<file path="config.mk">
export PLATFORM = sky130hd
export DESIGN_NAME = ats_ctrl
export DESIGN_NICKNAME = d
export VERILOG_FILES = /design/src/rtl/ats_pkg.sv /design/src/rtl/ats_ctrl.sv
export SDC_FILE = /design/constraint.sdc
export NUM_CORES = 1
export LEC_CHECK = 0
export ABC_AREA = 1
export BUFFER_PORTS_ARGS = -buffer_cell sky130_fd_sc_hd__buf_2
export CORE_AREA = 2 2 39 41
export DETAILED_ROUTE_END_ITERATION = 7
export DIE_AREA = 0 0 41 43
export HOLD_SLACK_MARGIN = 0.06
export PLACE_DENSITY = 0.49
export SLEW_MARGIN = 20
export SYNTH_ARGS = -nofsm -noshare
export SYNTH_HDL_FRONTEND = slang
export SYNTH_SLANG_ARGS = --single-unit
</file>
<file path="constraint.sdc">
create_clock -name i_clk -period 2 [get_ports i_clk]
set_clock_uncertainty 0.1 [all_clocks]
set_input_delay 0 -clock i_clk [delete_from_list [all_inputs] [get_ports i_clk]]
set_output_delay 0 -clock i_clk [all_outputs]
set_load 0.02 [all_outputs]
</file>
<file path="src/rtl/ats_pkg.sv">
// ----------------------------------------------------------------------------
// ats_pkg
// Shared constants, types and the atan table for the tilt smoother.
// ----------------------------------------------------------------------------
`default_nettype none
package ats_pkg;
    localparam int AVG_DEPTH_DEF     = 8;
    localparam int CORDIC_STAGES_DEF = 16;
    localparam int TABLE_LEN         = 24;
    localparam int ANGLE_LIMIT       = 23040;
    // cordic word: r*256 up to 2^24, grows by ~1.65, plus sign
    localparam int CW = 28;
    localparam int AW = 24;

    typedef struct packed {
        logic load;      // capture sample, start square sums
        logic sqrt_step; // one root step on both magnitudes
        logic cor_init;  // load cordic vector
        logic cor_step;  // one cordic stage
        logic avg_rd;    // read ring entry
        logic avg_upd;   // update totals and ring
    } t_cmd;

    typedef struct packed {
        logic sqrt_done;
        logic cor_done;
    } t_sts;

    function automatic logic [AW-1:0] atan_lut(input logic [4:0] i);
        case (i)
            5'd0:  atan_lut = 24'd2949120;
            5'd1:  atan_lut = 24'd1740967;
            5'd2:  atan_lut = 24'd919879;
            5'd3:  atan_lut = 24'd466945;
            5'd4:  atan_lut = 24'd234379;
            5'd5:  atan_lut = 24'd117304;
            5'd6:  atan_lut = 24'd58666;
            5'd7:  atan_lut = 24'd29335;
            5'd8:  atan_lut = 24'd14668;
            5'd9:  atan_lut = 24'd7334;
            5'd10: atan_lut = 24'd3667;
            5'd11: atan_lut = 24'd1833;
            5'd12: atan_lut = 24'd917;
            5'd13: atan_lut = 24'd458;
            5'd14: atan_lut = 24'd229;
            5'd15: atan_lut = 24'd115;
            5'd16: atan_lut = 24'd57;
            5'd17: atan_lut = 24'd29;
            5'd18: atan_lut = 24'd14;
            5'd19: atan_lut = 24'd7;
            5'd20: atan_lut = 24'd4;
            5'd21: atan_lut = 24'd2;
            5'd22: atan_lut = 24'd1;
            default: atan_lut = 24'd0;
        endcase
    endfunction
endpackage
`default_nettype wire

</file>
<file path="src/rtl/ats_ctrl.sv">
// ----------------------------------------------------------------------------
// ats_ctrl
// Sequencer: root, cordic, average, then holds the result for the sink.
// ----------------------------------------------------------------------------
`default_nettype none
module ats_ctrl (
    input  wire           i_clk,
    input  wire           i_rst_n,
    input  wire           i_in_valid,
    output logic          o_in_ready,
    output logic          o_out_valid,
    input  wire           i_out_ready,
    output ats_pkg::t_cmd o_cmd,
    input  ats_pkg::t_sts i_sts
);
    localparam logic [2:0] S_IDLE = 3'd0;
    localparam logic [2:0] S_SQRT = 3'd1;
    localparam logic [2:0] S_INIT = 3'd2;
    localparam logic [2:0] S_COR  = 3'd3;
    localparam logic [2:0] S_RD   = 3'd4;
    localparam logic [2:0] S_UPD  = 3'd5;
    localparam logic [2:0] S_OUT  = 3'd6;

    logic [2:0] r_state, n_state;

    assign o_in_ready  = (r_state == S_IDLE);
    assign o_out_valid = (r_state == S_OUT);

    // next state and commands
    always_comb begin
        n_state = r_state;
        o_cmd   = '0;
        case (r_state)
            S_IDLE: begin
                o_cmd.load = i_in_valid;
                if (i_in_valid) n_state = S_SQRT;
            end
            S_SQRT: begin
                o_cmd.sqrt_step = 1'b1;
                if (i_sts.sqrt_done) n_state = S_INIT;
            end
            S_INIT: begin
                o_cmd.cor_init = 1'b1;
                n_state = S_COR;
            end
            S_COR: begin
                o_cmd.cor_step = 1'b1;
                if (i_sts.cor_done) n_state = S_RD;
            end
            S_RD: begin
                o_cmd.avg_rd = 1'b1;
                n_state = S_UPD;
            end
            S_UPD: begin
                o_cmd.avg_upd = 1'b1;
                n_state = S_OUT;
            end
            S_OUT: begin
                if (i_out_ready) n_state = S_IDLE;
            end
            default: n_state = S_IDLE;
        endcase
    end

    always_ff @(posedge i_clk) begin
        if (!i_rst_n) begin
            r_state <= S_IDLE;
        end else begin
            r_state <= n_state;
        end
    end

`ifndef ASSERT_OFF
    a_one_cmd: assert property (@(posedge i_clk) disable iff (!i_rst_n)
        $onehot0(o_cmd)) else $error("several commands at once");
    a_out_hold: assert property (@(posedge i_clk) disable iff (!i_rst_n)
        o_out_valid && !i_out_ready |=> o_out_valid) else $error("result dropped");
    a_no_accept_busy: assert property (@(posedge i_clk) disable iff (!i_rst_n)
        o_out_valid |-> !o_in_ready) else $error("accept while result pending");
    a_upd_to_out: assert property (@(posedge i_clk) disable iff (!i_rst_n)
        o_cmd.avg_upd |=> o_out_valid) else $error("update not followed by result");
`endif
endmodule
`default_nettype wire

</file>
* Word-level counts from Yosys, hierarchy flattened *
Cells that the tools add are included.

storage, ports and cells
  input port bits = 6
  word-level logic and storage cells = 24
  output and inout bits = 8
  register bits after elaboration = 3

cells by class
  muxes and demuxes = 11
  equality and inequality tests = 10
  reductions and logical operators = 2

operators with widths
  kind                                                   count
  one-hot mux 3 bit (7 select lines)                     1
  2-to-1 mux 3 bit                                       4
  == test 3 bit, second input constant                   3
  == test 3 x 2 -> 1 bit, second input constant          2
  2-to-1 mux 1 bit                                       6
  inequality test 2 bit, second input constant           3
  AND reduction 4 bit                                    1
  == test 3 x 1 -> 1 bit, second input constant          1
  zero test 3 bit                                        1
  inequality test 2 x 1 -> 1 bit, second input constant  1

* Logic depth before layout (Yosys ltp) *
Gate-level depths: netlist of run 1.

  depth after elaboration = 3
  depth in mapped cells = 8
  depth with buffers taken out = 8

* Worst setup path before layout of run 1 *
OpenSTA, ideal clock, no wires.

  path kind = register to register
  start point = register r_state[1]
  end point = register r_state[1]
  cell stages (with the launch flop) = 6
  arrival = 1.231 ns
  clock period less this slack = 1.393 ns
  setup time = 0.062 ns
  setup slack = 0.607 ns
  path buffers = 0
  required time = 1.838 ns
  path through = dfxtp_1 > inv_2 > nor3_1 > or2_1 > nor2_1 > nor2_2

on the way
  longest elaborated chain between the ends = 3
  elaborated cells between the ends (all ways) = 13
  classes of those cells = eq/ne: 10; mux: 1; reduce/logical: 2

RTL lines
  item                                                                                      line            RTL
  from (decl)                                                                               ats_ctrl.sv:24  logic [2:0] r_state, n_state;
  from (signal assigned)                                                                    ats_ctrl.sv:69  r_state <= n_state;
  == test 3 x 1 -> 1 bit, or another cell as far along                                      ats_ctrl.sv:33  case (r_state)
  inequality test 2 bit (no source line) or inequality test 2 x 1 -> 1 bit (tied branches)  n/a
  AND reduction 4 bit (no source line)                                                      n/a

Parallel ways exist; a longest one is shown, timed or not.
A chain may end at the register's enable or synchronous reset.

* Worst setup path after layout of run 1 *
  start point = register r_state[1]
  end point = register r_state[2]

Same word-level chain as after synthesis.

==> impl_metrics.env, run 1 <==
export IMPL_status="completed"
export IMPL_dp_hpwl_microns=499.3
export IMPL_place_worst_setup_slack_ps=743.2
export IMPL_wl_per_cell_microns=7.354
export IMPL_n_fill_cell=167
export IMPL_syn_to_final_growth_pct=50.24
export IMPL_timing_rr_start="r_state[1]"
export IMPL_critPathCaptureType="flop"
export IMPL_grt_overflow=0
export IMPL_path_buf_inv=1
export IMPL_largest_reg_flops=3
export IMPL_insertedDiodeCount=0
export IMPL_hold_start="i_in_valid"
export IMPL_cts_root_buffer="clkbuf_4"
export IMPL_hold_depth=5
export IMPL_drt_initial_drc_count=1
export IMPL_seq_area_frac_synth_pct=22.97
export IMPL_syn_area_sq_um=261.5
export IMPL_min_period_over_period_pct=86.18
export IMPL_die_y_microns=43
export IMPL_syn_avg_cell_area_sq_um=5.943
export IMPL_gp_congestion=0.6516
export IMPL_crit_family="simple AND/OR/NAND/NOR gates"
export IMPL_max_slew_worst_pin_slew_ps=210.5
export IMPL_drtAntennaViolNets=0
export IMPL_power_leakage_nw=0.2517
export IMPL_drv_slew=0
export IMPL_cts_tree="done"
export IMPL_clk_pin_slew_ps=40
export IMPL_path_max_fanout=5
export IMPL_cp_slowest_cell="dlygate4sd3_1"
export IMPL_dp_cells=73
export IMPL_slew_headroom_pct=85.91
export IMPL_layout_cells_non_filler=79
export IMPL_drive_gt1_share_pct=44.44
export IMPL_netlist_instances=44
export IMPL_num_nets_final=70
export IMPL_setup_violations=0
export IMPL_drv_cap=0
export IMPL_whs_ps=93.68
export IMPL_required_ps=2010
export IMPL_num_rows=14
export IMPL_grt_pass1_wl_microns=855
export IMPL_wl_met2_microns=285
export IMPL_p_per_area_nw_per_um2=1119
export IMPL_top_register="r_state"
export IMPL_top_level_ports=14
export IMPL_grt_max_degree=7
export IMPL_cts_sinks=3
export IMPL_cts_buffer_depth=2
export IMPL_top_layer="met3"
export IMPL_fmax_mhz=580.2
export IMPL_startpoint_type="flop"
export IMPL_timing_hold_violations_final=0
export IMPL_min_period_ps=1724
export IMPL_synth_seq_cells=3
export IMPL_critPathMaxStageDelay_ps=550
export IMPL_die_area_sq_um=1763
export IMPL_met1Wirelength_microns=248
export IMPL_cp_cell_sequence="nor2_1, nand2_2, nor2_2, nor2_4, nand3_1, a21oi_1, dlygate4sd3_1"
export IMPL_wl_met3_microns=47
export IMPL_syn_num_nets=50
export IMPL_initial_core_util_pct=18.90
export IMPL_wl_microns=581
export IMPL_drc_errors=0
export IMPL_routed_via_count=294
export IMPL_core_sq_um=1384
export IMPL_die_width_microns=41
export IMPL_ys_warn_count=0
export IMPL_whs_endpoint="r_state[0]"
export IMPL_fin_ws_ps=276.4
export IMPL_fin_area_sq_um=392.9
export IMPL_path_class="reg2reg"
export IMPL_crit_arrival_ps=1740
export IMPL_hold_class="in2reg"
export IMPL_grt_pass1_vias=229
export IMPL_p_total_mw=0.4394
export IMPL_yosys_cell_types_count=13
export IMPL_numPortBuffers=13
export IMPL_fin_util_pct=28.39
export IMPL_h_tree_depth=1
export IMPL_rsz0062_at_grt="no"
export IMPL_first_pass_iters=2
export IMPL_timing_rr_end="r_state[2]"
export IMPL_grt_antenna_before_repair=0
export IMPL_reg_largest_list="r_state (3)"
export IMPL_clock_latency_ps=230
export IMPL_fin_tns_setup_ps=0
export IMPL_numCtsBuffers=3
export IMPL_rrSetupSlack_ps=280
export IMPL_routed_via_density=3.722
export IMPL_vdd_drop_max_uv=381.6
export IMPL_grt_usage_pct=7.615
export IMPL_dpl_cell_area_sq_um=346.6
export IMPL_reg2reg_depth=7
==> metal layers <==
metal / global-route usage, % / vias to the layer above
li1: - / 166
met2: 11.56 / 8
met1: 7.668 / 120
met3: 4.712 / 0
met5: 0 / -
met4: 4.000 / 0
==> placed cells by master, fill, tap and decap left out <==
| cell | n |
|---|---|
| nand3_2 | 1 |
| clkbuf_1 | 1 |
| dlygate4sd3_1 | 2 |
| nor2_1 | 6 |
| inv_2 | 3 |
| or2_1 | 1 |
| nor2_4 | 2 |
| nand3_1 | 5 |
| a21oi_1 | 1 |
| nand2_2 | 2 |
| buf_2 | 13 |
| inv_1 | 9 |
| nor2_2 | 4 |
| clkbuf_4 | 3 |
| nor3_1 | 1 |
| dfxtp_1 | 3 |
| nand2_1 | 6 |
==> what timing repair did <==
action | in CTS | in global routing
hold buffers | 2 | 0
buffers inserted | 0 | 0
hold endpoints to repair | 3 | 0
resized for setup | 0 | 0
==> final cells by class <==
cell class / count / area, sq um / area share, %
multi-input cells: 29 / 156.4 / 39.81
repair buffers: 15 / 85.08 / 21.66
flip-flops and latches: 3 / 60.06 / 15.29
inverters: 12 / 45.04 / 11.46
clock buffers: 4 / 26.28 / 6.688
well taps: 16 / 20.02 / 5.096
==> tightest hold or removal path, delay by kind of cell <==
family	cells	cell delay (ps)
buffers and inverters	1	90
AND/OR/NAND/NOR	4	290
==> where the power goes <==
group          internal, mW  switching (mW)
logic                0.0847           0.149
registers            0.0756          0.0237
clock network        0.0748          0.0315
==> Yosys cell counts <==
master   number  share of area [%]
nand3_2       1                3.8
nand2_2       2                4.8
nor2_2        4                9.6
nor3_1        1                1.9
nand3_1       5                9.6
inv_1         9                 13
or2_1         1                2.4
nor2_1        6                8.6
a21oi_1       1                1.9
nand2_1       6                8.6
inv_2         3                4.3
nor2_4        2                8.6
dfxtp_1       3                 23
==> worst max-delay path by stage <==
stage | startpoint | end | slack, ps | depth (start not counted)
final | r_state[1] | r_state[2] | 280 | 7
after global routing | r_state[0] | r_state[2] | 180 | 7
after floorplan | r_state[1] | r_state[1] | 610 | 5
after detailed placement | r_state[2] | r_state[1] | 740 | 7
after global placement | r_state[0] | r_state[1] | 760 | 7
after CTS | r_state[1] | r_state[2] | 260 | 7
==> logic make-up after synthesis <==
logic type             share of synthesized area (%)
AOI/OAI and AO/OA                              1.912
DFF                                            22.97
and+or+nand+nor                                57.89
buffers and inverters                          17.22
Note: power is estimated with default switching activity, not from simulation.
==> run 2, diff against run 1 <==
Settings changed: GPL_TIMING_DRIVEN set to 0.
==> run 2 against run 1 <==
Net effect: design area did not move; core utilization unchanged; final cell count unchanged; worst hold slack better by 14 ps; routed wire length down 2.2%; fmax is 0.29% lower; sequential cell count did not move; global-route usage rose by 0.20 points; die area stayed put; worst setup slack worse by 5.1 ps; largest power group unchanged.
==> impl_metrics.env, run 2 (synthesized netlist as in run 1, its figures left out) <==
export IMPL_critPathMaxStageDelay_ps=560
export IMPL_crit_family="buffers and inverters"
export IMPL_required_ps=2070
export IMPL_final_cell_mix="buf_2, inv_1, nor2_1, nand2_1, nand3_1"
export IMPL_rsz0062_at_grt="no"
export IMPL_postCtsSetupBuffers=0
export IMPL_drc_errors=0
export IMPL_clk_pin_slew_ps=40
export IMPL_path_buf_inv=2
export IMPL_fmax_mhz=578.5
export IMPL_drv_slew=0
export IMPL_p_per_area_nw_per_um2=1110
export IMPL_hold_class="in2reg"
export IMPL_numPortBuffers=13
export IMPL_min_period_over_period_pct=86.44
export IMPL_max_slew_worst_pin_slew_ps=195.2
export IMPL_clock_latency_ps=230
export IMPL_routed_via_count=295
export IMPL_grt_pass1_wl_microns=910
export IMPL_critPathCaptureType="flop"
export IMPL_cts_tree="done"
export IMPL_core_sq_um=1384
export IMPL_ctsResizeCount=0
export IMPL_status="completed"
export IMPL_numCtsBuffers=3
export IMPL_timing_hold_violations_final=0
export IMPL_insertedDiodeCount=0
export IMPL_gp_congestion=0.6701
export IMPL_whs_ps=107.2
export IMPL_crit_arrival_ps=1800
export IMPL_cts_buffer_depth=2
export IMPL_cp_slowest_cell="dlygate4sd3_1"
export IMPL_grt_overflow=0
export IMPL_grt_usage_pct=7.816
export IMPL_path_class="reg2reg"
export IMPL_grt_max_degree=7
export IMPL_wl_microns=568
export IMPL_fin_tns_setup_ps=0
export IMPL_min_period_ps=1729
export IMPL_wl_per_cell_microns=7.190
export IMPL_dp_hpwl_microns=461.3
export IMPL_top_register="r_state"
export IMPL_setup_violations=0
export IMPL_cts_sinks=3
export IMPL_drv_cap=0
export IMPL_cts_hold_buffers_added=2
export IMPL_drtAntennaViolNets=0
export IMPL_first_pass_iters=4
export IMPL_routed_via_density=3.734
export IMPL_grt_antenna_before_repair=0
export IMPL_cp_cell_sequence="inv_2, nand3_1, nor2_2, nor2_4, nand3_1, a21oi_1, dlygate4sd3_1"
export IMPL_slew_headroom_pct=86.89
export IMPL_cts_root_buffer="clkbuf_4"
export IMPL_final_common_cell="buf_2"
export IMPL_vdd_drop_max_uv=280.8
export IMPL_largest_reg_flops=3
export IMPL_power_leakage_nw=0.2517
export IMPL_syn_to_final_growth_pct=50.24
export IMPL_top_level_ports=14
export IMPL_die_area_sq_um=1763
export IMPL_die_width_microns=41
export IMPL_num_nets_final=70
export IMPL_fin_util_pct=28.39
export IMPL_drive_gt1_share_pct=44.44
export IMPL_path_max_fanout=5
export IMPL_grt_pass1_vias=242
export IMPL_num_rows=14
export IMPL_die_y_microns=43
export IMPL_reg_largest_list="r_state (3)"
export IMPL_startpoint_type="flop"
export IMPL_n_fill_cell=167
export IMPL_h_tree_depth=1
export IMPL_initial_core_util_pct=18.90
export IMPL_drt_initial_drc_count=1
export IMPL_crit_top_cell="nand3_1"
-- run 2: final cells by class --
class                      count  area (sq um)  area share [%]
sequential                     3         60.06           15.29
inverter                      12         45.04           11.46
multi-input combinational     29         156.4           39.81
tap                           16         20.02           5.096
clock buffer                   4         26.28           6.688
timing repair buffer          15         85.08           21.66
-- run 2: where the power goes --
group | internal, mW | switching [mW]
clock | 0.0748 | 0.0319
combinational | 0.0847 | 0.146
sequential | 0.0756 | 0.0233
-- run 2: worst register-to-register path: stages, from the launching register on --
cell and delay [ps]:
dfxtp_1 410, inv_2 70, nand3_1 120, nor2_2 60, nor2_4 130, nand3_1 80
a21oi_1 120, dlygate4sd3_1 560
-- run 2: per-layer routing --
layer | global-route usage, % | wire length (microns) | up-vias
li1 | - | - | 167
met1 | 8.946 | 248 | 120
met2 | 10.94 | 283 | 8
met5 | 0 | 0 | -
met4 | 6.000 | 0 | 0
met3 | 3.141 | 36 | 0
-- run 2: final timing paths --
kind                            depth (start not counted)        from    endpoint  slack [ps]
worst max-delay path                                    7  r_state[2]  r_state[2]         270
worst min-delay path                                    5  i_in_valid  r_state[0]         110
worst max register to register                          7  r_state[2]  r_state[2]         270
worst min register to register                          3  r_state[0]  r_state[0]         510
-- run 2: per-stage QoR --
stage / setup slack (ps) / std cells / area, sq um / total power, mW
global placement: 749.9 / 73 / 346.6 / 0.3281
global route: 128.6 / 79 / 392.9 / 0.4838
finish: 271.3 / 79 / 392.9 / 0.4360
CTS: 284.4 / 79 / 392.9 / 0.4461
detailed placement: 754.4 / 73 / 346.6 / 0.3294
floorplan: 607.4 / 44 / 261.5 / 0.2712
