File: config.mk
export PLATFORM = sky130hd
export DESIGN_NAME = ats_datapath
export DESIGN_NICKNAME = d
export VERILOG_FILES = /design/src/rtl/ats_pkg.sv /design/src/rtl/ats_datapath.sv
export SDC_FILE = /design/constraint.sdc
export NUM_CORES = 2
export LEC_CHECK = 0
export BUFFER_PORTS_ARGS = -buffer_cell sky130_fd_sc_hd__buf_2
export CAP_MARGIN = 20
export CORE_ASPECT_RATIO = 1.75
export CORE_MARGIN = 10
export CORE_UTILIZATION = 35
export CTS_CLUSTER_SIZE = 24
export DETAILED_ROUTE_END_ITERATION = 10
export GPL_TIMING_DRIVEN = 0
export PLACE_DENSITY = 0.55
export SETUP_SLACK_MARGIN = 0.15
export SLEW_MARGIN = 20
export SYNTH_ARGS = -nofsm -noshare
export SYNTH_HDL_FRONTEND = slang
export SYNTH_SLANG_ARGS = --single-unit
File: constraint.sdc
create_clock -name i_clk -period 9 [get_ports i_clk]
set_clock_uncertainty 0.2 [all_clocks]
set_input_delay 0.9 -clock i_clk [delete_from_list [all_inputs] [get_ports i_clk]]
set_output_delay 0.9 -clock i_clk [all_outputs]
set_load 0.02 [all_outputs]
File: src/rtl/ats_pkg.sv
// ----------------------------------------------------------------------------
// ats_pkg
// Shared constants, types and the atan table for the tilt smoother.
// ----------------------------------------------------------------------------
`default_nettype none
package ats_pkg;
    localparam int AVG_DEPTH_DEF     = 8;
    localparam int CORDIC_STAGES_DEF = 16;
    localparam int TABLE_LEN         = 24;
    localparam int ANGLE_LIMIT       = 23040;
    // cordic word: r*256 up to 2^24, grows by ~1.65, plus sign
    localparam int CW = 28;
    localparam int AW = 24;

    typedef struct packed {
        logic load;      // capture sample, start square sums
        logic sqrt_step; // one root step on both magnitudes
        logic cor_init;  // load cordic vector
        logic cor_step;  // one cordic stage
        logic avg_rd;    // read ring entry
        logic avg_upd;   // update totals and ring
    } t_cmd;

    typedef struct packed {
        logic sqrt_done;
        logic cor_done;
    } t_sts;

    function automatic logic [AW-1:0] atan_lut(input logic [4:0] i);
        case (i)
            5'd0:  atan_lut = 24'd2949120;
            5'd1:  atan_lut = 24'd1740967;
            5'd2:  atan_lut = 24'd919879;
            5'd3:  atan_lut = 24'd466945;
            5'd4:  atan_lut = 24'd234379;
            5'd5:  atan_lut = 24'd117304;
            5'd6:  atan_lut = 24'd58666;
            5'd7:  atan_lut = 24'd29335;
            5'd8:  atan_lut = 24'd14668;
            5'd9:  atan_lut = 24'd7334;
            5'd10: atan_lut = 24'd3667;
            5'd11: atan_lut = 24'd1833;
            5'd12: atan_lut = 24'd917;
            5'd13: atan_lut = 24'd458;
            5'd14: atan_lut = 24'd229;
            5'd15: atan_lut = 24'd115;
            5'd16: atan_lut = 24'd57;
            5'd17: atan_lut = 24'd29;
            5'd18: atan_lut = 24'd14;
            5'd19: atan_lut = 24'd7;
            5'd20: atan_lut = 24'd4;
            5'd21: atan_lut = 24'd2;
            5'd22: atan_lut = 24'd1;
            default: atan_lut = 24'd0;
        endcase
    endfunction
endpackage
`default_nettype wire

File: src/rtl/ats_datapath.sv
// ----------------------------------------------------------------------------
// ats_datapath
// Square sums, shared bitwise root, dual cordic and boxcar average.
// ----------------------------------------------------------------------------
`default_nettype none
module ats_datapath #(
    parameter int AVG_DEPTH     = ats_pkg::AVG_DEPTH_DEF,
    parameter int CORDIC_STAGES = ats_pkg::CORDIC_STAGES_DEF
) (
    input  wire                i_clk,
    input  wire                i_rst_n,
    input  ats_pkg::t_cmd      i_cmd,
    output ats_pkg::t_sts      o_sts,
    input  wire signed [15:0]  i_ax,
    input  wire signed [15:0]  i_ay,
    input  wire signed [15:0]  i_az,
    output logic signed [15:0] o_raw_pitch,
    output logic signed [15:0] o_raw_roll,
    output logic signed [15:0] o_sm_pitch,
    output logic signed [15:0] o_sm_roll
);
    localparam int CW   = ats_pkg::CW;
    localparam int AW   = ats_pkg::AW;
    localparam int NST  = (CORDIC_STAGES > ats_pkg::TABLE_LEN) ?
                          ats_pkg::TABLE_LEN : CORDIC_STAGES;
    localparam int PW   = (AVG_DEPTH > 1) ? $clog2(AVG_DEPTH) : 1;
    localparam int TW   = 16 + PW + 1;
    // reciprocal of the depth, exact for magnitudes below 2^(TW-1)
    localparam int          QS    = TW - 1 + PW;
    localparam int          RW    = QS + 1;
    localparam logic [63:0] RECIP = ((64'd1 << QS) + 64'(AVG_DEPTH) - 64'd1) /
                                    64'(AVG_DEPTH);

    logic signed [15:0] r_ax, r_ay;
    // root state, two magnitudes
    logic [32:0] r_rem_p, r_rem_r, n_rem_p, n_rem_r;
    logic [31:0] r_root_p, r_root_r, n_root_p, n_root_r;
    logic [3:0]  r_sq_cnt;
    logic [31:0] w_bit;
    // cordic state
    logic signed [CW-1:0] r_cx_p, r_cy_p, r_cx_r, r_cy_r;
    logic signed [AW+1:0] r_acc_p, r_acc_r;
    logic [4:0] r_st;
    logic signed [CW-1:0] n_cx_p, n_cy_p, n_cx_r, n_cy_r;
    logic signed [AW+1:0] n_acc_p, n_acc_r;
    // ring
    logic signed [15:0] r_hp [AVG_DEPTH];
    logic signed [15:0] r_hr [AVG_DEPTH];
    logic [PW-1:0] r_pos;
    logic signed [TW-1:0] r_tp, r_tr;
    logic signed [15:0] r_oldp, r_oldr;
    logic signed [15:0] w_pitch, w_roll;

    assign w_bit = 32'd1 << (5'd30 - {r_sq_cnt, 1'b0});

    // one root step, restoring, both magnitudes
    always_comb begin
        n_rem_p  = r_rem_p;
        n_root_p = r_root_p >> 1;
        if (r_rem_p >= {1'b0, r_root_p + w_bit}) begin
            n_rem_p  = r_rem_p - {1'b0, r_root_p + w_bit};
            n_root_p = (r_root_p >> 1) + w_bit;
        end
        n_rem_r  = r_rem_r;
        n_root_r = r_root_r >> 1;
        if (r_rem_r >= {1'b0, r_root_r + w_bit}) begin
            n_rem_r  = r_rem_r - {1'b0, r_root_r + w_bit};
            n_root_r = (r_root_r >> 1) + w_bit;
        end
    end

    // capture sample, squares summed, then sixteen root steps
    always_ff @(posedge i_clk) begin
        if (!i_rst_n) begin
            r_sq_cnt <= '0;
        end else if (i_cmd.load) begin
            r_ax     <= i_ax;
            r_ay     <= i_ay;
            r_rem_p  <= {1'b0, 32'(i_ax) * 32'(i_ax)} + {1'b0, 32'(i_az) * 32'(i_az)};
            r_rem_r  <= {1'b0, 32'(i_ay) * 32'(i_ay)} + {1'b0, 32'(i_az) * 32'(i_az)};
            r_root_p <= '0;
            r_root_r <= '0;
            r_sq_cnt <= '0;
        end else if (i_cmd.sqrt_step) begin
            r_rem_p  <= n_rem_p;
            r_rem_r  <= n_rem_r;
            r_root_p <= n_root_p;
            r_root_r <= n_root_r;
            r_sq_cnt <= r_sq_cnt + 4'd1;
        end
    end
    assign o_sts.sqrt_done = (r_sq_cnt == 4'd15) && i_cmd.sqrt_step;

    // cordic stage, floor shifts
    always_comb begin
        n_cx_p = r_cx_p; n_cy_p = r_cy_p; n_acc_p = r_acc_p;
        n_cx_r = r_cx_r; n_cy_r = r_cy_r; n_acc_r = r_acc_r;
        if (!r_cy_p[CW-1]) begin
            n_cx_p  = r_cx_p + (r_cy_p >>> r_st);
            n_cy_p  = r_cy_p - (r_cx_p >>> r_st);
            n_acc_p = r_acc_p + $signed({2'b00, ats_pkg::atan_lut(r_st)});
        end else begin
            n_cx_p  = r_cx_p - (r_cy_p >>> r_st);
            n_cy_p  = r_cy_p + (r_cx_p >>> r_st);
            n_acc_p = r_acc_p - $signed({2'b00, ats_pkg::atan_lut(r_st)});
        end
        if (!r_cy_r[CW-1]) begin
            n_cx_r  = r_cx_r + (r_cy_r >>> r_st);
            n_cy_r  = r_cy_r - (r_cx_r >>> r_st);
            n_acc_r = r_acc_r + $signed({2'b00, ats_pkg::atan_lut(r_st)});
        end else begin
            n_cx_r  = r_cx_r - (r_cy_r >>> r_st);
            n_cy_r  = r_cy_r + (r_cx_r >>> r_st);
            n_acc_r = r_acc_r - $signed({2'b00, ats_pkg::atan_lut(r_st)});
        end
    end

    always_ff @(posedge i_clk) begin
        if (!i_rst_n) begin
            r_st <= '0;
        end else if (i_cmd.cor_init) begin
            r_cx_p  <= $signed({{(CW-24){1'b0}}, r_root_p[15:0], 8'd0});
            r_cy_p  <= $signed({{(CW-24){r_ay[15]}}, r_ay, 8'd0});
            r_cx_r  <= $signed({{(CW-24){1'b0}}, r_root_r[15:0], 8'd0});
            r_cy_r  <= $signed({{(CW-24){r_ax[15]}}, r_ax, 8'd0});
            r_acc_p <= '0;
            r_acc_r <= '0;
            r_st    <= '0;
        end else if (i_cmd.cor_step) begin
            r_cx_p <= n_cx_p; r_cy_p <= n_cy_p; r_acc_p <= n_acc_p;
            r_cx_r <= n_cx_r; r_cy_r <= n_cy_r; r_acc_r <= n_acc_r;
            r_st   <= r_st + 5'd1;
        end
    end
    assign o_sts.cor_done = (r_st == 5'(NST - 1)) && i_cmd.cor_step;

    // round, saturate, special cases
    function automatic logic signed [15:0] fin(input logic signed [15:0] a,
                                               input logic [31:0] r,
                                               input logic signed [AW+1:0] acc);
        logic signed [AW+1:0] t;
        logic signed [AW-7:0] o;
        begin
            t = acc + (AW+2)'(128);
            o = t[AW+1:8];
            if (a == 16'sd0)
                fin = 16'sd0;
            else if (r == 32'd0)
                fin = a[15] ? -16'sd23040 : 16'sd23040;
            else if (o > (AW-6)'(ats_pkg::ANGLE_LIMIT))
                fin = 16'sd23040;
            else if (o < -(AW-6)'(ats_pkg::ANGLE_LIMIT))
                fin = -16'sd23040;
            else
                fin = o[15:0];
        end
    endfunction
    assign w_pitch = fin(r_ay, r_root_p, r_acc_p);
    assign w_roll  = fin(r_ax, r_root_r, r_acc_r);

    // boxcar ring and running totals
    always_ff @(posedge i_clk) begin
        if (!i_rst_n) begin
            for (int k = 0; k < AVG_DEPTH; k++) begin
                r_hp[k] <= '0;
                r_hr[k] <= '0;
            end
            r_pos <= '0;
            r_tp  <= '0;
            r_tr  <= '0;
        end else if (i_cmd.avg_rd) begin
            r_oldp <= r_hp[r_pos];
            r_oldr <= r_hr[r_pos];
        end else if (i_cmd.avg_upd) begin
            r_tp <= r_tp + TW'(w_pitch) - TW'(r_oldp);
            r_tr <= r_tr + TW'(w_roll) - TW'(r_oldr);
            r_hp[r_pos] <= w_pitch;
            r_hr[r_pos] <= w_roll;
            r_pos <= (r_pos == PW'(AVG_DEPTH - 1)) ? '0 : r_pos + PW'(1);
        end
    end

    // truncating divide by the depth, reciprocal multiply on the magnitude
    function automatic logic signed [15:0] avg_of(input logic signed [TW-1:0] t);
        logic [TW-1:0]    mag;
        logic [TW+RW-1:0] prod;
        logic [15:0]      q;
        begin
            mag    = t[TW-1] ? $unsigned(-t) : $unsigned(t);
            prod   = {{RW{1'b0}}, mag} * {{TW{1'b0}}, RECIP[RW-1:0]};
            q      = prod[QS +: 16];
            avg_of = t[TW-1] ? -$signed(q) : $signed(q);
        end
    endfunction

    assign o_raw_pitch = w_pitch;
    assign o_raw_roll  = w_roll;
    assign o_sm_pitch  = avg_of(r_tp);
    assign o_sm_roll   = avg_of(r_tr);
endmodule
`default_nettype wire

# == Word level (Yosys, flattened, before mapping) ==
# Memories as Yosys holds them, arrays and structs flattened. A register that Yosys moved wholly into a read port is not among the register bits.
# Cells that the tools add are included.
# totals
reg_bits,378
ramBits,256
romBits,2816
in_bits,56
out_inout_bits,66
elab_cells,165
mem_count,6
# memory_table
name,depth,word_bits,read_ports,rd_ports_with_merged_regs,wr,line,source
(name not given),32,22,1,1,0,ats_pkg.sv:30,case (i)
(name not given),32,22,1,1,0,ats_pkg.sv:30,
(name not given),32,22,1,1,0,ats_pkg.sv:30,
(name not given),32,22,1,1,0,ats_pkg.sv:30,
r_hp,8,16,1,1,8,ats_datapath.sv:47,logic signed [15:0] r_hp [AVG_DEPTH];
r_hr,8,16,1,1,8,ats_datapath.sv:48,logic signed [15:0] r_hr [AVG_DEPTH];
# classes
add_sub_neg,34
n_mul,3
order_cmp,6
eq_ne,3
shift,5
n_mux,64
bitwise_logic,2
reduce_logical,21
# op_table
cell,n
$mux W28,10
$mux W16,14
$mux W33,6
$mux W24,6
$mux W32,4
$add A28 B28 Y28,4
$sshr A28 B5 Y28,4
$sub A28 B28 Y28,4
$mux W26,4
$mul A16 B16 Y32,3
$add A32 B32 Y33,2
$ge A33 B32 Y1,2
$sub A33 B32 Y33,2
$add A31 B32 Y32,2
$add A32 B32 Y32,2
$logic_not A32 Y1,2
$add A26 B25 Y26,2
$add A26 B9 Y26 const B,2
$sub A26 B25 Y26,2
$add A20 B16 Y20,2
$mux W5,8
$sub A20 B16 Y20,2
$mux W19,2
$neg A19 Y19,2
other kinds (21),45

# == Longest topological paths before layout ==
# logic_depth
ltp_word,8
mapped_depth,37
ltp_nobuf,36

# == Least setup slack after synthesis ==
# No wires, ideal clock.
# synth_timing
path_type,input to register
from,in i_ay[4]
to,"reg r_rem_r[31], data pin"
setup_time_ns,0.270
arrival_time_ns,8.885
required_time_ns,8.530
slack_ns,-0.356
stages,35
cell_sequence,clkbuf_1 -> clkbuf_1 -> nand2_1 -> fa_1 -> inv_1 -> fa_1 -> ha_1 -> inv_1 -> fa_1 -> fa_1 -> inv_1 -> fa_1 -> ha_1 -> o211ai_1 -> a21oi_1 -> o41a_1 -> a41oi_1 -> inv_1 -> o21ai_0 -> nand2b_1 -> a21o_1 -> a21o_1 -> xor2_1 -> ha_1 -> and3_1 -> a221o_1 -> a21oi_1 -> a21o_1 -> a21o_1 -> a21oi_1 -> maj3_1 -> a2111o_1 -> a41oi_1 -> xor2_1 -> a21oi_1
# synth_between
elab_chain_cells,3
# synth_rtl
element,line,source
start: declaration,ats_datapath.sv:15,"input wire signed [15:0] i_ay,"
$mul A16 B16 Y32,ats_datapath.sv:80,"r_rem_r <= {1'b0, 32'(i_ay) * 32'(i_ay)} + {1'b0, 32'(i_az) * 32'(i_az)};"
$add A32 B32 Y33,ats_datapath.sv:80,
$mux W33,ats_datapath.sv:76,end else if (i_cmd.load) begin
end signal: assignment,ats_datapath.sv:80,
end signal: assignment,ats_datapath.sv:86,r_rem_r <= n_rem_r;
end: declaration,ats_datapath.sv:36,"logic [32:0] r_rem_p, r_rem_r, n_rem_p, n_rem_r;"
# Every way passes these cells.
# A chain may end at the register's enable or synchronous reset.

# == Worst setup path in the final report ==
# layout_timing
from,in i_ay[13]
to,"reg r_rem_r[31], data pin"
# Same word-level chain as after synthesis.

==> results.yml <==
critical_path:
  critPathMaxStageDelay_ps: 550
  start_kind: "input pin"
  crit_fanout: 10
  cp_data_required_time_ps: 9220
  cp.arrival_ps: 8940
  crit_type: "in -> reg"
  cpMaxStageDelayCell: "fa_1"
  crit_path_end_kind: "register"
  cp_common_cell: "fa_1"
sta:
  hold_viol_final: 0
  rsz0062_at_grt: "yes"
  period_share_pct: 96.9
  max-slew-margin-rel_pct: 13.0
  hold_slack_ps: 244
  clock.fmax_mhz: 115
  worstMarginPinSlew_ps: 1300
  setup_tns_ps: 0
  slew_violations: 0
  finalSetupViolCount: 0
  period_needed_ps: 8730
clock_tree:
  clk_latency_ps: 710
  cts.sinks: 688
  numCtsBuffers: 76
  clkTransAtPathRegs_ps: 70
  cts_root_buf: "clkbuf_16"
  cts_max_path_buffers: 3
  cts_tree: "yes"
  postCtsHoldBufs: 0
  htreeDepth: 3
drt:
  vias_per_cell: 5.59
  drt-initial-drc-count: 4414
  dr.pass1.iters: 8
  drc: 0
  routedWlPerCell_um: 26.2
  vias: 71400
  ant_nets: 0
  drt_wl_total_mm: 334
yosys:
  syn_inst: 9267
  synth-seq-area-share_pct: 23.4
  synth.net_count: 10800
  synthArstFlopShare_pct: 0
  synth_area_um2: 85300
  ys_warn_count: 0
  synth_ff_type: "edfxtp_1"
  ys_ff_latch: 688
  synth-edff-count: 614
  avgSynthCellArea_um2: 9.20
  ys_types: 104
layout:
  fin_util_pct: 39.4
  final_cell_mix: "1,255 x inv_1, 843 x nor2_1, 748 x fa_1"
  layout-drive-gt1-share_pct: 9.47
  num-nets-final: 11100
  syn_to_final_growth_pct: 11.9
  final_common_cell: "inv_1"
global_route:
  grt_usage_pct: 24.8
  grt_start_max_net_pins: 46
  grt_antenna_before_repair: 15
  gr-total-overflow: 0
  grt_pass1_vias: 75400
  grt_pass1_wl_mm: 486
worst_hold_path:
  hold_path_class: "in -> reg"
placed_design:
  gp_congestion: 1.02
  dpl.hpwl_mm: 276
  io_buffers: 117
job:
  max_cap_viol_count: 0
die:
  die_y_um: 673
  dieArea_um2: 265000
  io_pins: 122
  die_w_um: 393
  start_util_pct: 35.2
  row_count: 239
  core_um2: 242000
run_status:
  status: "complete, no violations"
## path summary, 6_finish.rpt
| path | slack (ps) | startpoint | depth (start not counted) | to |
|---|---|---|---|---|
| worst min-delay path | 240 | i_ax[4] | 1 | r_ax[4] |
| worst min register to register | 280 | r_tr[2] | 2 | r_tr[2] |
| worst max register to register | 360 | r_st[3] | 25 | r_cx_r[27] |
| worst max-delay path | 270 | i_ay[13] | 30 | r_rem_r[31] |
## worst max-delay path: cells and delay by family
| kind | cells | cell delay (ps) |
|---|---|---|
| fa+ha+maj | 9 | 4230 |
| compound gates | 11 | 2210 |
| buf+inv | 5 | 780 |
| xor+xnor | 2 | 490 |
| simple gates | 3 | 330 |
## state kept, by name, summed over array words and instances (netlist names), 20 cells and up, named ones only
signal / cells
r_cx_p: 28
r_rem_r: 33
r_hp: 128
r_root_r: 32
r_rem_p: 33
r_acc_r: 26
r_hr: 128
r_root_p: 32
r_cx_r: 28
r_cy_r: 28
r_acc_p: 26
r_tp: 20
r_tr: 20
r_cy_p: 28
## cells by family (layout without fill, tap and decap cells)
| logic type | count (synthesis) | in the layout | share of synthesized area [%] |
|---|---|---|---|
| other | 0 | 7 | 0 |
| multiplexers | 243 | 243 | 5.19 |
| flip-flops | 688 | 688 | 23.4 |
| AND/OR/NAND/NOR | 2699 | 2699 | 14.8 |
| adder cells (fa/ha/maj) | 1447 | 1447 | 27.9 |
| buffers and inverters | 1635 | 1988 | 7.50 |
| AO/OA/AOI/OAI | 1883 | 1883 | 14.3 |
| XOR/XNOR | 672 | 672 | 6.93 |
## metal layers
layer	up-vias	routed length [µm]	global-route usage, %
met1	35200	99400	21.2
li1	32400	-	-
met3	1165	14600	3.26
met2	2627	180000	47.2
met5	-	40	0
met4	6	40800	25.1
## through the flow
stage | setup slack [ps] | std cells | cell area, µm²
3_3_place_gp | -2590 | 12500 | 89900
6_report | 275 | 12800 | 95400
5_1_grt | 34.7 | 12800 | 95400
3_5_place_dp | -2180 | 12500 | 90500
2_1_floorplan | 150 | 9267 | 85400
4_1_cts | 89.2 | 12700 | 94400
## Yosys cell counts (all sizes together) (13+ instances only)
master	n	area [µm²]
nand2	762	2870
xor2	265	2320
o21bai	70	526
buf	70	498
mux2i	54	541
nor3b	16	120
o31ai	41	308
a211oi	95	718
nor2b	103	644
nor2	850	3190
mux2	42	473
o21ai	423	2120
o211ai	29	218
or2	30	188
dfxtp	74	1480
a41oi	13	114
a22oi	130	976
clkbuf	290	1110
or3	56	350
a2111oi	15	150
o31a	18	158
and3	108	681
and2	196	1230
a21o	170	1280
a31o	28	245
a31oi	106	663
nand3	136	693
o21a	81	608
nand4	77	482
xnor2	405	3550
a21oi	457	2290
nand2b	92	576
a211o	20	175
mux4	147	3410
inv	1267	4760
edfxtp	614	18400
and4	15	133
nor4	42	275
o22ai	31	194
a21boi	34	255
nor3	174	882
fa	761	15200
ha	684	8560
## final cells by class
| type | count | area [µm²] |
|---|---|---|
| repair buffers | 225 | 1900 |
| clock buffers | 91 | 2030 |
| multi-input cells | 6944 | 60200 |
| well taps | 3133 | 3920 |
| inverters | 1275 | 4790 |
| flip-flops and latches | 688 | 19900 |
| fillers | 24300 | 147000 |
| diodes | 7 | 17.5 |
| plain buffers | 351 | 2190 |
| clock inverters | 46 | 518 |
## what timing repair did
| action | CTS | global route |
|---|---|---|
| setup buffers | 40 | 48 |
| pin swaps | 32 | 75 |
| gates cloned | 0 | 1 |
| endpoints found under the setup margin | 47 | 46 |
| gates resized for setup | 229 | 195 |
Power is not shown: default switching activity piles up to over one toggle a cycle in this logic, so the estimate is an artifact.
